### config.mk
export PLATFORM = sky130hd
export DESIGN_NAME = url_query_splitter_decoder_core
export DESIGN_NICKNAME = d
export VERILOG_FILES = /design/src/sv/uqsd_pkg.sv /design/src/sv/uqsd_parser.sv /design/src/sv/uqsd_out_buf.sv /design/src/sv/url_query_splitter_decoder_core.sv
export SDC_FILE = /design/constraint.sdc
export NUM_CORES = 1
export LEC_CHECK = 0
export BUFFER_PORTS_ARGS = -buffer_cell sky130_fd_sc_hd__buf_2
export CAP_MARGIN = 20
export CORE_MARGIN = 2
export CORE_UTILIZATION = 57
export CTS_CLUSTER_SIZE = 8
export DETAILED_ROUTE_END_ITERATION = 8
export PLACE_DENSITY_LB_ADDON = 0.1
export SYNTH_ARGS = -nofsm -noshare
export SYNTH_HDL_FRONTEND = slang
export SYNTH_SLANG_ARGS = --single-unit
### constraint.sdc
create_clock -name clk -period 6.6 [get_ports clk]
set_input_delay 1.32 -clock clk [delete_from_list [all_inputs] [get_ports clk]]
set_output_delay 1.32 -clock clk [all_outputs]
set_load 0.005 [all_outputs]
### src/sv/uqsd_pkg.sv
`timescale 1ns / 1ps
package uqsd_pkg;

  localparam int unsigned MaxResults = 3;
  localparam int unsigned CntW       = 2;

  typedef enum logic [2:0] {
    KIND_BASE_BYTE  = 3'd0,
    KIND_KEY_BYTE   = 3'd1,
    KIND_VALUE_BYTE = 3'd2,
    KIND_BASE_END   = 3'd3,
    KIND_KEY_END    = 3'd4,
    KIND_VALUE_END  = 3'd5
  } kind_t;

  typedef enum logic [1:0] {
    PH_BASE  = 2'd0,
    PH_KEY   = 2'd1,
    PH_VALUE = 2'd2
  } phase_t;

  typedef enum logic [1:0] {
    ESC_IDLE = 2'd0,
    ESC_HIGH = 2'd1,
    ESC_LOW  = 2'd2,
    ESC_SKIP = 2'd3
  } esc_t;

  typedef struct packed {
    kind_t      kind;
    logic [7:0] data;
    logic       bad;
  } res_t;

  // Results caused by one accepted byte, slot 0 first.
  typedef struct packed {
    logic [CntW-1:0]          cnt;
    res_t [MaxResults-1:0]    res;
  } batch_t;

endpackage

### src/sv/uqsd_parser.sv
`timescale 1ns / 1ps
module uqsd_parser
  import uqsd_pkg::*;
(
  input  logic       clk,
  input  logic       rst_n,
  input  logic       adv,
  input  logic [7:0] in_byte,
  input  logic       in_end_of_url,
  output batch_t     batch
);

  localparam logic [7:0] ChQuery   = 8'h3F;
  localparam logic [7:0] ChEquals  = 8'h3D;
  localparam logic [7:0] ChAmp     = 8'h26;
  localparam logic [7:0] ChPercent = 8'h25;

  phase_t     phase_r, phase_nxt, ph1;
  esc_t       esc_r, esc_nxt, es1;
  logic [3:0] hd_r, hd_nxt, hd1;
  logic       bad_r, bad_nxt;

  logic       hex_ok;
  logic [3:0] hex_v;
  logic       se, set_bad, bp1, two_ends;
  kind_t      sk, fk, ek0;
  logic [7:0] sb;
  res_t       rs, e0, e1;

  always_comb begin
    hex_ok = 1'b1;
    hex_v  = 4'd0;
    if (in_byte inside {[8'h30:8'h39]}) begin
      hex_v = 4'(in_byte - 8'h30);
    end else if (in_byte inside {[8'h61:8'h66]}) begin
      hex_v = 4'(in_byte - 8'h57);
    end else if (in_byte inside {[8'h41:8'h46]}) begin
      hex_v = 4'(in_byte - 8'h37);
    end else begin
      hex_ok = 1'b0;
    end
  end

  // Byte step: delimiters first, then percent decoding inside a field.
  always_comb begin
    ph1     = phase_r;
    es1     = esc_r;
    hd1     = hd_r;
    set_bad = 1'b0;
    se      = 1'b0;
    sk      = KIND_BASE_BYTE;
    sb      = in_byte;
    fk      = (phase_r == PH_KEY) ? KIND_KEY_BYTE : KIND_VALUE_BYTE;
    if (phase_r == PH_BASE) begin
      se = 1'b1;
      if (in_byte == ChQuery) begin
        sk  = KIND_BASE_END;
        sb  = 8'd0;
        ph1 = PH_KEY;
        es1 = ESC_IDLE;
      end
    end else if (phase_r == PH_KEY && in_byte == ChEquals) begin
      se  = 1'b1;
      sk  = KIND_KEY_END;
      sb  = 8'd0;
      ph1 = PH_VALUE;
      es1 = ESC_IDLE;
    end else if (phase_r != PH_KEY && in_byte == ChAmp) begin
      se  = 1'b1;
      sk  = KIND_VALUE_END;
      sb  = 8'd0;
      ph1 = PH_KEY;
      es1 = ESC_IDLE;
    end else begin
      case (esc_r)
        ESC_IDLE: begin
          if (in_byte == ChPercent) begin
            es1 = ESC_HIGH;
          end else begin
            se = 1'b1;
            sk = fk;
          end
        end
        ESC_HIGH: begin
          if (hex_ok) begin
            hd1 = hex_v;
            es1 = ESC_LOW;
          end else begin
            es1 = ESC_SKIP;
          end
        end
        ESC_LOW: begin
          if (hex_ok) begin
            se = 1'b1;
            sk = fk;
            sb = {hd_r, hex_v};
          end else begin
            set_bad = 1'b1;
          end
          es1 = ESC_IDLE;
        end
        default: begin
          set_bad = 1'b1;
          es1     = ESC_IDLE;
        end
      endcase
    end
  end

  // Batch and next state: at end of URL, also close whatever is open after the byte step.
  always_comb begin
    bp1      = se ? 1'b0 : (bad_r | set_bad);
    two_ends = (ph1 == PH_KEY);
    case (ph1)
      PH_BASE: ek0 = KIND_BASE_END;
      PH_KEY:  ek0 = KIND_KEY_END;
      default: ek0 = KIND_VALUE_END;
    endcase
    rs = '{kind: sk, data: sb, bad: bad_r};
    e0 = '{kind: ek0, data: 8'd0, bad: bp1};
    e1 = '{kind: KIND_VALUE_END, data: 8'd0, bad: 1'b0};
    if (se) begin
      batch.res[0] = rs;
      batch.res[1] = e0;
      batch.res[2] = e1;
    end else begin
      batch.res[0] = e0;
      batch.res[1] = e1;
      batch.res[2] = e1;
    end
    batch.cnt = CntW'(se) +
                (in_end_of_url ? (two_ends ? CntW'(2) : CntW'(1)) : CntW'(0));
    if (in_end_of_url) begin
      phase_nxt = PH_BASE;
      esc_nxt   = ESC_IDLE;
      hd_nxt    = 4'd0;
      bad_nxt   = 1'b0;
    end else begin
      phase_nxt = ph1;
      esc_nxt   = es1;
      hd_nxt    = hd1;
      bad_nxt   = bp1;
    end
  end

  always_ff @(posedge clk) begin
    if (!rst_n) begin
      phase_r <= PH_BASE;
      esc_r   <= ESC_IDLE;
      hd_r    <= 4'd0;
      bad_r   <= 1'b0;
    end else if (adv) begin
      phase_r <= phase_nxt;
      esc_r   <= esc_nxt;
      hd_r    <= hd_nxt;
      bad_r   <= bad_nxt;
    end
  end

endmodule

### src/sv/uqsd_out_buf.sv
`timescale 1ns / 1ps
module uqsd_out_buf
  import uqsd_pkg::*;
(
  input  logic       clk,
  input  logic       rst_n,
  input  logic       load,
  input  batch_t     batch,
  output logic       room,
  output logic       out_valid,
  input  logic       out_ready,
  output res_t       head,
  output logic       head_last
);

  res_t [MaxResults-1:0] ent_r;
  logic [CntW-1:0]       cnt_r;
  logic                  pop;

  assign pop       = out_valid && out_ready;
  assign out_valid = (cnt_r != '0);
  assign head      = ent_r[0];
  assign head_last = (cnt_r == CntW'(1));
  // Take a new batch when the buffer is empty or its final result leaves now.
  assign room      = (cnt_r == '0) || (head_last && out_ready);

  always_ff @(posedge clk) begin
    if (!rst_n) begin
      cnt_r <= '0;
    end else if (load) begin
      cnt_r <= batch.cnt;
    end else if (pop) begin
      cnt_r <= cnt_r - CntW'(1);
    end
  end

  always_ff @(posedge clk) begin
    if (load) begin
      ent_r <= batch.res;
    end else if (pop) begin
      for (int i = 0; i < MaxResults - 1; i++) begin
        ent_r[i] <= ent_r[i+1];
      end
    end
  end

endmodule

### src/sv/url_query_splitter_decoder_core.sv
`timescale 1ns / 1ps
// The first result of a byte is offered in the cycle after its transfer.
// Throughput: one byte per cycle while each byte yields at most one result and
// out_ready is high; a byte yielding several results holds the input until its
// final result leaves, the output buffer draining one result per cycle.
// Reset: rst_n synchronous, active low; parser returns to the base part and
// the result buffer empties.
module url_query_splitter_decoder_core
  import uqsd_pkg::*;
(
  input  logic       clk,
  input  logic       rst_n,
  input  logic       in_valid,
  output logic       in_ready,
  input  logic [7:0] in_byte,
  input  logic       in_end_of_url,
  output logic       out_valid,
  input  logic       out_ready,
  output logic [2:0] out_kind,
  output logic [7:0] out_byte,
  output logic       out_bad_escape,
  output logic       out_last
);

  batch_t batch;
  res_t   head;
  logic   adv;

  assign adv = in_valid && in_ready;

  uqsd_parser u_parser (
    .clk           (clk),
    .rst_n         (rst_n),
    .adv           (adv),
    .in_byte       (in_byte),
    .in_end_of_url (in_end_of_url),
    .batch         (batch)
  );

  uqsd_out_buf u_out_buf (
    .clk       (clk),
    .rst_n     (rst_n),
    .load      (adv),
    .batch     (batch),
    .room      (in_ready),
    .out_valid (out_valid),
    .out_ready (out_ready),
    .head      (head),
    .head_last (out_last)
  );

  assign out_kind       = head.kind;
  assign out_byte       = head.data;
  assign out_bad_escape = head.bad;

`ifndef SYNTHESIS
  a_end_emits: assert property (@(posedge clk) disable iff (!rst_n)
    in_valid && in_ready && in_end_of_url |=> out_valid)
    else $error("end of URL transfer produced no result");

  a_marker_zero: assert property (@(posedge clk) disable iff (!rst_n)
    out_valid && (out_kind == KIND_BASE_END || out_kind == KIND_KEY_END ||
                  out_kind == KIND_VALUE_END) |-> out_byte == 8'd0)
    else $error("end marker carries nonzero byte");

  a_ready_drain: assert property (@(posedge clk) disable iff (!rst_n)
    in_ready |-> !out_valid || (out_last && out_ready))
    else $error("input taken while results still pending");
`endif

endmodule
After elaboration in Yosys (flattened, before gate mapping)
Index checks and enable logic that the tools add are counted.
{ "word_totals": {"inputBits": 13, "register_bits": 47, "output_inout_bits": 15, "wordCells": 121} }
{ "op_classes": {"reduce_logical": 20, "bitwise": 1, "order_cmp": 6, "n_addsub": 5, "eq_ne": 15, "n_mux": 60} }
{ "op_table": {"columns": ["operator", "n"], "rows": [
  ["$mux W24", 3],
  ["$mux W8", 6],
  ["$mux W4", 9],
  ["$mux W2", 17],
  ["$eq A8 B6 Y1 const B", 4],
  ["$ge A8 B7 Y1 const B", 2],
  ["$le A8 B7 Y1 const B", 2],
  ["$mux W1", 15],
  ["$mux W3", 5],
  ["$pmux W3 S2", 2],
  ["$eq A2 B1 Y1 const B", 4],
  ["$ge A8 B6 Y1 const B", 1],
  ["$le A8 B6 Y1 const B", 1],
  ["$logic_and A1 B1 Y1", 8],
  ["$logic_not A2 Y1", 4],
  ["$reduce_bool A2 Y1", 4],
  ["$sub A4 B3 Y4 const B", 2],
  ["$ne A2 B2 Y1 const B", 3],
  ["$ne A6 B2 Y1 const B", 1],
  ["$reduce_and A6 Y1", 1],
  ["$pmux W1 S2", 2],
  ["$pmux W2 S2", 1],
  ["$sub A4 B1 Y4 const B", 1],
  ["$ne A3 B3 Y1 const B", 1],
  ["8 further kinds", 8]
]} }

Depth between registers and ports, before layout
Gate-level depths: netlist of the first run.
{ "logic_depth": {"ltp_word": 14, "mapped_depth": 13, "mapped_depth_nobuf": 12} }

By module
From an unflattened synthesis of the first run, not the netlist that was laid out.
{ "hier_totals": {"cells_unflattened": 264, "area_unflattened_um2": 2964.1} }
{ "modules_own_cells": {"columns": ["module", "instances", "seq_area_each_um2", "area_each_um2", "cells_each"], "rows": [
  ["uqsd_out_buf", 1, 1121.1, 1706.6, 94],
  ["uqsd_parser", 1, 180.2, 1251.2, 169],
  ["url_query_splitter_decoder_core", 1, 0.0, 6.3, 1]
]} }

Worst setup path before layout of the first run
Ideal clock, no wire load.
{ "synth_timing": {"kind": "input port to flip-flop", "from": "input port in_byte[0]", "to": "register u_out_buf.cnt_r[0]", "arrival_time_ps": 3040, "stages": 12, "setup_ps": 119, "slack_ps": 3440, "required_time_ps": 6481, "n_path_buf": 0, "path_cell_list": "inv_1 -> ha_1 -> or3b_1 -> nand4b_1 -> o21bai_4 -> a211oi_4 -> inv_1 -> ha_1 -> nand2_1 -> nand3_1 -> nand2_1 -> a21oi_1"} }
{ "synth_between": {"elab_chain_cells": 12, "word_cells_on_any_way": 33, "classes_between": "1 x add/sub; 6 x order compare; 5 x eq/ne; 16 x mux; 5 x reduce/logical"} }
{ "synth_rtl": {"columns": ["element", "line_no", "source"], "rows": [
  ["start, declared", "url_query_splitter_decoder_core.sv:15", "input logic [7:0] in_byte,"],
  ["$ge A8 B7 Y1 or $le A8 B7 Y1 (tied branches)", "uqsd_parser.sv:37", "end else if (in_byte inside {[8'h41:8'h46]}) begin"],
  ["$logic_and A1 B1 Y1", "uqsd_parser.sv:37", null],
  ["$mux W1", "uqsd_parser.sv:37", null],
  ["$mux W1", "uqsd_parser.sv:35", "end else if (in_byte inside {[8'h61:8'h66]}) begin"],
  ["$mux W1", "uqsd_parser.sv:33", "if (in_byte inside {[8'h30:8'h39]}) begin"],
  ["$mux W1", "uqsd_parser.sv:93", "if (hex_ok) begin"],
  ["$pmux W1 S2", "uqsd_parser.sv:75", "case (esc_r)"],
  ["$mux W1", "uqsd_parser.sv:68", "end else if (phase_r != PH_KEY && in_byte == ChAmp) begin"],
  ["$mux W1", "uqsd_parser.sv:62", "end else if (phase_r == PH_KEY && in_byte == ChEquals) begin"],
  ["$mux W1", "uqsd_parser.sv:54", "if (phase_r == PH_BASE) begin"],
  ["$add A1 B2 Y2 (*)", "uqsd_parser.sv:131", "batch.cnt = CntW'(se) +"],
  ["$mux W2 (*)", "uqsd_out_buf.sv:30", "end else if (load) begin"],
  ["end signal, assigned", "uqsd_out_buf.sv:31", "cnt_r <= batch.cnt;"],
  ["end signal, assigned", "uqsd_out_buf.sv:33", "cnt_r <= cnt_r - CntW'(1);"],
  ["end, declared", "uqsd_out_buf.sv:17", "logic [CntW-1:0] cnt_r;"]
]} }
Every way passes the cells marked *; elsewhere a longest branch is shown, timed or not.
A chain may end at the register's enable or synchronous reset.

Final worst setup path of the first run
Ends and elaborated chain as after synthesis.

==> reports/metrics.yaml, run 1 <==
status: "complete, no violations"
final_cell_mix: "buf_2, nand2_1, edfxtp_1, inv_1, a21oi_1"
ant_nets: 0
hold_viol_final: 0
hold_class: "register to register"
final_common_cell: "buf_2"
p_comb_share_pct: 26.3
clock_skew_ns: 0.0107
tightest_slew_ns: 0.527
r2r_slack_ns: 4.55
cp-start-kind: "input pin"
syn_to_final_growth_pct: 3.23
synthArstFlopShare_pct: 0
clockBufferDepth: 2
leakage_nw: 0.738
critPathCaptureType: "register"
drc_errors: 0
p_sw_share_pct: 28.5
critPathRequiredTime_ns: 6.82
setup-violations-final: 0
synthCells: 194
cts_root_buffer: "clkbuf_4"
h-tree-depth: 1
synth_compound_area_share_pct: 22.8
grt_pass1_vias: 1296
setup_ws_ns: 3.33
synth_ff_type: "edfxtp_1"
cts_tree: "yes"
fin_nets: 226
synth_top_cell_by_area: "edfxtp_1"
reg2regPathDepth: 10
cts_hold_buf: 0
antenna_found_initial: 0
portBuffers: 27
gp_congestion: 0.990
post_cts_resized: 0
wl_mm: 3.69
period_share_pct: 49.5
power_w: 0.000375
slew-limit-headroom_pct: 64.9
pin_count: 28
grt_util_met3_pct: 3.15
synth_top_family_by_area: "compound AO/OA/AOI/OAI gates"
via_count: 1449
grt_use_total_pct: 20.9
ys_seq_elements: 27
drt-initial-drc-count: 94
grtUsageMet1_pct: 29.2
fmax_mhz: 306
intPower_w: 0.000268
core-area_um2: 3080
synth_area_um2: 1860
synth_edf_count: 16
overflow: 0
power_frac_seq_pct: 55.9
ys_types: 58
cp.arrival_ns: 3.49
synth-xor-area-share_pct: 1.41
synth_mux_area_share_pct: 2.22
wl_per_cell_um: 14.8
synth_fa_ha_area_share_pct: 4.71
cts.sinks: 27
rr_endpoint: "u_out_buf.cnt_r[0]$_SDFFE_PN0P_"
finalMaxSlewViolations: 0
synthTopCellsByArea: "edfxtp_1, dfxtp_1, ha_1"
critPathCapture: "u_out_buf.cnt_r[0]$_SDFFE_PN0P_"
cts_buffers: 3
grt_pass1_wl_mm: 5.89
die-area_um2: 3730
syn_nets: 214
clkPwrFrac_pct: 17.8
placementRows: 20
setup_tns_ns: 0
dpl_worst_slack_ns: 2.98
top_usage_layer: "met2"
synth_top_area_share_pct: 25.9
path_class: "input pin to register"
cts_setup_buffers: 0
peakVddDrop_mv: 0.0653
p_per_area_nw_per_um2: 195
rsz0062_at_grt: "no"
die_x_um: 61.1
syn_area_per_cell_um2: 9.58
cp_max_fo: 11
grt_max_degree: 21
synth_warnings: 0
hpwl_mm: 2.85
yosysSeqAreaShare_pct: 37.7
post_drt_via_cell_ratio: 5.82
diodes: 0
drive_gt1_share_pct: 20.5
synth-simple-area-share_pct: 19.7
clk_pin_slew_worst_paths_ns: 0.13
insertion_delay_ns: 0.31
reg2reg_from: "u_parser.phase_r[1]$_SDFFE_PN0P_"
fp.dieH_um: 61.1
drv_cap: 0
start_util_pct: 60.4
met2_usage_pct: 33.9
drtPass1Iterations: 4
switchingPower_w: 0.000107
critPathLaunch: "in_byte[0]"
period_minus_slack_ns: 3.27
## cell type report
cell class                      instances  area, um^2
Multi-Input combinational cell        133         948
Fill cell                             288        1160
Clock buffer                            4        26.3
Timing Repair Buffer                   27         135
Sequential cell                        27         701
Inverter                               14        52.6
Tap cell                               44        55.1
## power by group through the flow
| stage | sequential (W) | clock, W | combinational (W) |
|---|---|---|---|
| after floorplan | 0.000214 | 0 | 0.0000826 |
| after global placement | 0.000214 | 0 | 0.0000960 |
| after detailed placement | 0.000214 | 0 | 0.0000989 |
| after CTS | 0.000210 | 0.0000700 | 0.0000993 |
| after global routing | 0.000213 | 0.0000750 | 0.000112 |
| final | 0.000210 | 0.0000667 | 0.0000986 |
## critical path: stages
cell	delay [ns]
buf_2	0.14
inv_1	0.15
ha_1	0.19
or3b_1	0.34
nand4b_1	0.18
o21bai_4	0.17
a211oi_4	0.30
inv_1	0.11
ha_1	0.32
nand2_1	0.06
nand3_1	0.08
nand2_1	0.08
a21oi_1	0.04
## state kept, by name, indices dropped and copies added (netlist names)
name / cells
u_parser.bad_r: 1
u_parser.hd_r: 4
u_out_buf.head: 12
u_parser.phase_r: 2
u_out_buf.ent_r: 4
u_parser.esc_r: 2
u_out_buf.cnt_r: 2
## kinds of logic after synthesis
logic type               after synthesis
buffers and inverters                 34
AO/OA/AOI/OAI                         53
other                                  1
multiplexers                           4
flip-flops                            27
adder cells (fa/ha/maj)                7
XOR/XNOR                               3
AND/OR/NAND/NOR                       65
## cells in the mapped netlist, types with 2 or more instances
cell type	n
o21ai_0	6
a31oi_1	4
ha_1	7
and3_1	2
a41oi_1	2
dfxtp_1	11
nand3_1	6
buf_6	5
inv_1	13
a22oi_1	5
nor2b_1	5
nand2_1	16
edfxtp_1	16
buf_4	11
o21ai_1	2
nor2_1	10
nand2b_1	2
o22ai_1	4
clkbuf_1	2
mux2i_1	3
and4_1	2
o22a_1	2
a21oi_1	12
nor3_1	3
and2_1	6
xnor2_1	2
nor3b_1	2
nand4_1	3
## worst min-delay path by stage
stage / startpoint / end / slack (ns) / depth (start not counted)
2_1_floorplan: u_parser.hd_r[0]$_SDFFE_PN0P_ / u_parser.hd_r[0]$_SDFFE_PN0P_ / 0.45 / 2
3_3_place_gp: u_parser.hd_r[0]$_SDFFE_PN0P_ / u_parser.hd_r[0]$_SDFFE_PN0P_ / 0.46 / 2
3_5_place_dp: u_parser.hd_r[3]$_SDFFE_PN0P_ / u_parser.hd_r[3]$_SDFFE_PN0P_ / 0.46 / 2
4_1_cts: u_parser.hd_r[3]$_SDFFE_PN0P_ / u_parser.hd_r[3]$_SDFFE_PN0P_ / 0.48 / 2
5_1_grt: u_parser.hd_r[1]$_SDFFE_PN0P_ / u_parser.hd_r[1]$_SDFFE_PN0P_ / 0.51 / 2
6_report: u_parser.hd_r[3]$_SDFFE_PN0P_ / u_parser.hd_r[3]$_SDFFE_PN0P_ / 0.48 / 2
## stage by stage
| step | std cells | cell area (um^2) | utilization (%) | hold slack, ns |
|---|---|---|---|---|
| 4_1_cts | 249 | 1920 | 62.3 | 0.481 |
| 5_1_grt | 249 | 1920 | 62.3 | 0.506 |
| 3_3_place_gp | 245 | 1890 | 61.5 | 0.459 |
| 2_1_floorplan | 194 | 1860 | - | 0.449 |
| 3_5_place_dp | 245 | 1890 | 61.5 | 0.463 |
| 6_report | 249 | 1920 | 62.3 | 0.479 |
## per-layer routing
layer | vias up | routed length, um
li1 | 721 | -
met1 | 663 | 1690
met2 | 58 | 1730
met3 | 7 | 232
met4 | 0 | 29
met5 | - | 0
Power figures use the tool's default switching activity.
==> inputs of run 2 (changes only) <==
--- a/config.mk
+++ b/config.mk
@@ -5,6 +5,7 @@
 export SDC_FILE = /design/constraint.sdc
 export NUM_CORES = 1
 export LEC_CHECK = 0
+export ABC_AREA = 1
 export BUFFER_PORTS_ARGS = -buffer_cell sky130_fd_sc_hd__buf_2
 export CAP_MARGIN = 20
 export CORE_MARGIN = 2
==> constraint.sdc (replaced) <==
create_clock -name clk -period 3.38 [get_ports clk]
set_input_delay 0.676 -clock clk [delete_from_list [all_inputs] [get_ports clk]]
set_output_delay 0.676 -clock clk [all_outputs]
set_load 0.005 [all_outputs]
==> run 2 against run 1 <==
Cell area is 4.7% higher; non-clock buffer count unchanged; core utilization increased by 2.4 points; final cell count increased by 27%; critical path depth is 2 higher; area after synthesis rose by 2.4%; flip-flop and latch count stayed put; largest cell class unchanged.
==> reports/metrics.yaml, run 2 <==
cts_buffers: 3
drive_gt1_share_pct: 22.1
syn_area_per_cell_um2: 7.49
yosysSeqAreaShare_pct: 36.8
synth_warnings: 0
drt-initial-drc-count: 113
setup-violations-final: 0
synth_edf_count: 16
portBuffers: 27
peakVddDrop_mv: 0.166
synth_fa_ha_area_share_pct: 4.60
synth_top_cell_by_area: "edfxtp_1"
path_class: "input pin to register"
finalMaxSlewViolations: 0
synth_top_family_by_area: "simple AND/OR/NAND/NOR gates"
diodes: 0
synthTopCellsByArea: "edfxtp_1, nand2_1, dfxtp_1"
cts.sinks: 27
rsz0062_at_grt: "no"
status: "complete, no violations"
cts_hold_buf: 0
overflow: 0
pin_count: 28
synth-simple-area-share_pct: 31.3
leakage_nw: 0.979
grt_pass1_wl_mm: 6.30
grt_use_total_pct: 22.4
critPathMaxStageDelay_ns: 0.27
synth_area_um2: 1900
hold_class: "register to register"
cts_root_buffer: "clkbuf_4"
cp_max_fo: 6
final_cell_mix: "nand2_1, inv_1, buf_2, nor2_1, a21oi_1"
via_count: 1614
ant_nets: 0
tightest_slew_ns: 0.641
gp_congestion: 0.895
slew-limit-headroom_pct: 57.3
power_w: 0.00105
fin_nets: 292
die_x_um: 61.8
hold_viol_final: 0
worstPathCellList: "buf_2 > inv_1 > ha_1 > nand3_1 > nor2_1 > nand2_2 > a21oi_2 > inv_1 > nor2_1 > nor2_1 > ha_1 > nand2_1 > o21ai_0 > o211ai_1 > inv_1"
clk_pin_slew_worst_paths_ns: 0.14
ys_types: 35
cp-start-kind: "input pin"
final_common_cell: "nand2_1"
wl_mm: 3.63
antenna_found_initial: 0
synth_mux_area_share_pct: 0
cts_tree: "yes"
synth_compound_area_share_pct: 12.0
cp.arrival_ns: 2.64
die-area_um2: 3820
yosysMostFrequentCell: "nand2_1"
setup_ws_ns: 0.986
synth_ff_type: "edfxtp_1"
grt_max_degree: 18
netlist_top_cells_count: "nand2_1, inv_1, nor2_1"
period_minus_slack_ns: 2.39
p_comb_share_pct: 37.9
critPathRequiredTime_ns: 3.62
drtPass1Iterations: 4
synthCells: 254
drc_errors: 0
largest_register_ffs: 12
h-tree-depth: 1
dpl_worst_slack_ns: 0.638
power_frac_seq_pct: 48.9
clockBufferDepth: 2
hpwl_mm: 2.94
fmax_mhz: 418
cp_slowest_cell: "ha_1"
period_share_pct: 70.8
p_per_area_nw_per_um2: 521
cts_setup_buffers: 0
switchingPower_w: 0.000369
clock_skew_ns: 0.00550
intPower_w: 0.000677
insertion_delay_ns: 0.33
synthArstFlopShare_pct: 0
start_util_pct: 61.3
drv_cap: 0
synth_top_area_share_pct: 25.2
post_cts_resized: 0
core-area_um2: 3100
synth-xor-area-share_pct: 1.38
critPathCaptureType: "register"
grt_pass1_vias: 1395
syn_to_final_growth_pct: 5.52
ys_seq_elements: 27
setup_tns_ns: 0
clkPwrFrac_pct: 13.2
post_drt_via_cell_ratio: 5.12
fp.dieH_um: 61.8
p_sw_share_pct: 35.3
fin_util_pct: 64.7
syn_nets: 274
wl_per_cell_um: 11.5
placementRows: 20
run 2: changes by cell type in the layout (fill, tap and decap cells not counted), moves of 5 or more:
cell     change
nor2b_1      -5
nand2_4      +5
inv_1       +19
nor2_1      +12
nand2_1     +51
and2_1       -6
nand2_2      +7
a21oi_1      +6
run 2: worst paths after layout:
check                                          to                             start  cells past startpoint  slack, ns
setup / recovery  u_out_buf.cnt_r[0]$_SDFFE_PN0P_                        in_byte[0]                     15       0.99
hold / removal    u_out_buf.cnt_r[1]$_SDFFE_PN0P_   u_out_buf.cnt_r[1]$_SDFFE_PN0P_                      2       0.47
setup reg to reg  u_out_buf.cnt_r[0]$_SDFFE_PN0P_  u_parser.phase_r[1]$_SDFFE_PN0P_                     12       1.27
hold reg to reg   u_out_buf.cnt_r[1]$_SDFFE_PN0P_   u_out_buf.cnt_r[1]$_SDFFE_PN0P_                      2       0.47
run 2: power by group through the flow:
stage / clock (W) / sequential (W) / combinational (W)
finish: 0.000138 / 0.000512 / 0.000397
global placement: 0 / 0.000518 / 0.000396
CTS: 0.000140 / 0.000514 / 0.000403
detailed placement: 0 / 0.000521 / 0.000402
global route: 0.000157 / 0.000526 / 0.000465
floorplan: 0 / 0.000516 / 0.000349
run 2: kinds of logic after synthesis:
family | after synthesis
adder cells (fa/ha/maj) | 7
AO/OA/AOI/OAI | 39
flip-flops | 27
XOR/XNOR | 3
buffers and inverters | 52
other | 1
AND/OR/NAND/NOR | 125
run 2: through the flow:
step | hold WS (ns) | instances | cell area, um^2
after floorplan | 0.444 | 254 | 1900
after global placement | 0.456 | 311 | 1980
after detailed placement | 0.460 | 311 | 1980
after CTS | 0.480 | 315 | 2010
after global routing | 0.502 | 315 | 2010
final | 0.474 | 315 | 2010
run 2: area by class of cell:
cell class,count,area (um^2)
flip-flops and latches,27,701
multi-input cells,175,942
clock buffers,3,22.5
repair buffers,27,135
well taps,44,55.1
inverters,38,148
fillers,291,1090
clock inverters,1,5.00
run 2: metal layers:
layer  vias to the layer above  routed length, um  track usage, %  part of all wire [%]
met2                        43               1610            35.0                    44
li1                        839                  -               -                     -
met1                       727               1780            32.8                    49
met4                         0                 41            6.38                   1.1
met5                         -                  0               0                     0
met3                         5                205            2.48                   5.6
run 2: critical path, delay by kind of cell:
family	cells	cell delay, ns
AOI/OAI and AO/OA	3	0.45
adders and majority gates	2	0.46
buffers and inverters	4	0.39
and+or+nand+nor	6	0.66
==> inputs of run 3 (changes only) <==
--- a/config.mk
+++ b/config.mk
@@ -9,7 +9,7 @@
 export BUFFER_PORTS_ARGS = -buffer_cell sky130_fd_sc_hd__buf_2
 export CAP_MARGIN = 20
 export CORE_MARGIN = 2
-export CORE_UTILIZATION = 57
+export CORE_UTILIZATION = 51
 export CTS_CLUSTER_SIZE = 8
 export DETAILED_ROUTE_END_ITERATION = 8
 export PLACE_DENSITY_LB_ADDON = 0.1
==> constraint.sdc (replaced) <==
create_clock -name clk -period 2.2 [get_ports clk]
set_input_delay 0.44 -clock clk [delete_from_list [all_inputs] [get_ports clk]]
set_output_delay 0.44 -clock clk [all_outputs]
set_load 0.005 [all_outputs]
==> run 3 against run 2 <==
Global-route usage shrank 1.6 points; clock skew grew 0.0012 ns; cell area grew 12%; worst hold slack lost 0.054 ns; die area grew 11%; non-clock buffer count grew 25; critical path type unchanged; sequential power grew 53%.
==> reports/metrics.yaml, run 3 (synthesized netlist as in run 2, its figures left out) <==
cts.sinks: 27
drv_cap: 0
fin_nets: 317
cp_slowest_cell: "ha_1"
drt-initial-drc-count: 89
critPathMaxStageDelay_ns: 0.26
fin_util_pct: 61.9
wl_mm: 4.09
critPathCaptureType: "register"
fp.dieH_um: 65.1
drc_errors: 0
hpwl_mm: 3.29
cts_buffers: 3
period_share_pct: 92.6
largest_register_ffs: 12
grt_use_total_pct: 20.8
via_count: 1680
h-tree-depth: 1
core-area_um2: 3630
drtPass1Iterations: 4
final_common_cell: "nand2_1"
drive_gt1_share_pct: 30.7
portBuffers: 27
grt_pass1_vias: 1523
gp_congestion: 0.895
clkPwrFrac_pct: 16.2
insertion_delay_ns: 0.27
worstPathCellList: "buf_2 > inv_2 > ha_2 > nand3_2 > nor2_2 > nand2_2 > nand2_1 > nand2_1 > nand2_2 > inv_1 > nor2_2 > nor2_1 > ha_1 > nand2_1 > o21ai_0 > o211ai_1 > inv_1"
cp-start-kind: "input pin"
final_cell_mix: "nand2_1, inv_1, buf_2, buf_4, nor2_1"
crit_buf_inv: 4
clock_skew_ns: 0.00667
critPathRequiredTime_ns: 2.37
ant_nets: 0
critPathMostFrequentCell: "nand2_1"
p_sw_share_pct: 34.2
peakVddDrop_mv: 0.311
path_depth: 17
die_x_um: 65.1
crit_family: "simple AND/OR/NAND/NOR gates"
cts_root_buffer: "clkbuf_8"
switchingPower_w: 0.000592
clk_pin_slew_worst_paths_ns: 0.09
cp.arrival_ns: 2.21
die-area_um2: 4240
power_w: 0.00173
clockBufferDepth: 2
grt_pass1_wl_mm: 6.71
p_comb_share_pct: 38.6
status: "complete, no violations"
post_drt_via_cell_ratio: 4.88
leakage_nw: 1.10
reg2regPathDepth: 15
period_minus_slack_ns: 2.04
pin_count: 28
antenna_found_initial: 0
holdPathStages: 3
finalMaxSlewViolations: 0
placementRows: 22
path_class: "input pin to register"
setup-violations-final: 0
p_per_area_nw_per_um2: 771
power_frac_seq_pct: 45.2
start_util_pct: 52.4
diodes: 0
intPower_w: 0.00114
fmax_mhz: 491
overflow: 0
grt_max_degree: 17
cp_max_fo: 4
hold_class: "input pin to register"
cts_tree: "yes"
hold_viol_final: 0
syn_to_final_growth_pct: 18.2
wl_per_cell_um: 11.9
[run 3: power by group through the flow]
stage	registers [W]	logic (W)	clock network (W)
2_1_floorplan	0.000794	0.000536	0
3_3_place_gp	0.000794	0.000662	0
3_5_place_dp	0.000798	0.000671	0
4_1_cts	0.000786	0.000674	0.000289
5_1_grt	0.000800	0.000769	0.000303
6_report	0.000784	0.000669	0.000280
[run 3: path summary, 6_finish.rpt]
kind / end / slack (ns) / from
worst min-delay path: u_parser.phase_r[0]$_SDFFE_PN0P_ / 0.42 / rst_n
worst min register to register: u_out_buf.cnt_r[1]$_SDFFE_PN0P_ / 0.47 / u_out_buf.cnt_r[1]$_SDFFE_PN0P_
worst max register to register: u_out_buf.cnt_r[0]$_SDFFE_PN0P_ / 0.26 / u_parser.phase_r[0]$_SDFFE_PN0P_
worst max-delay path: u_out_buf.cnt_r[0]$_SDFFE_PN0P_ / 0.16 / in_byte[0]
[run 3: layout make-up]
cell class                      count  area [um^2]
Fill cell                         354         1380
Sequential cell                    27          702
Inverter                           38          148
Clock buffer                        4         45.0
Tap cell                           48         60.1
Timing Repair Buffer               52          323
Multi-Input combinational cell    175          972
[run 3: metal layers]
metal,vias up,GRT usage (%),wire length (um),share of wire (%)
li1,893,-,-,-
met1,742,30.1,2090,51
met2,39,31.7,1780,44
met3,6,2.43,150,3.7
met4,0,8.33,61,1.5
met5,-,0,0,0
[run 3: worst min-delay path, delay by kind of cell]
kind,cells,cell delay [ns]
buffers and inverters,2,0.16
and+or+nand+nor,1,0.06
[run 3: repair_timing]
action	CTS	global route
hold buffers	0	0
resized for setup	0	9
setup endpoints to repair	0	2
buffers inserted	0	2
[run 3: metrics by stage]
| stage | std cells | hold slack, ns | setup WS, ns | setup TNS (ns) | cell area [um^2] |
|---|---|---|---|---|---|
| floorplan | 254 | 0.444 | 0.0464 | 0 | 1900 |
| global placement | 338 | 0.457 | -0.0492 | -0.0656 | 2160 |
| detailed placement | 338 | 0.460 | -0.137 | -0.226 | 2160 |
| CTS | 342 | 0.418 | 0.150 | 0 | 2200 |
| global route | 344 | 0.453 | -0.0315 | -0.0416 | 2250 |
| finish | 344 | 0.419 | 0.162 | 0 | 2250 |
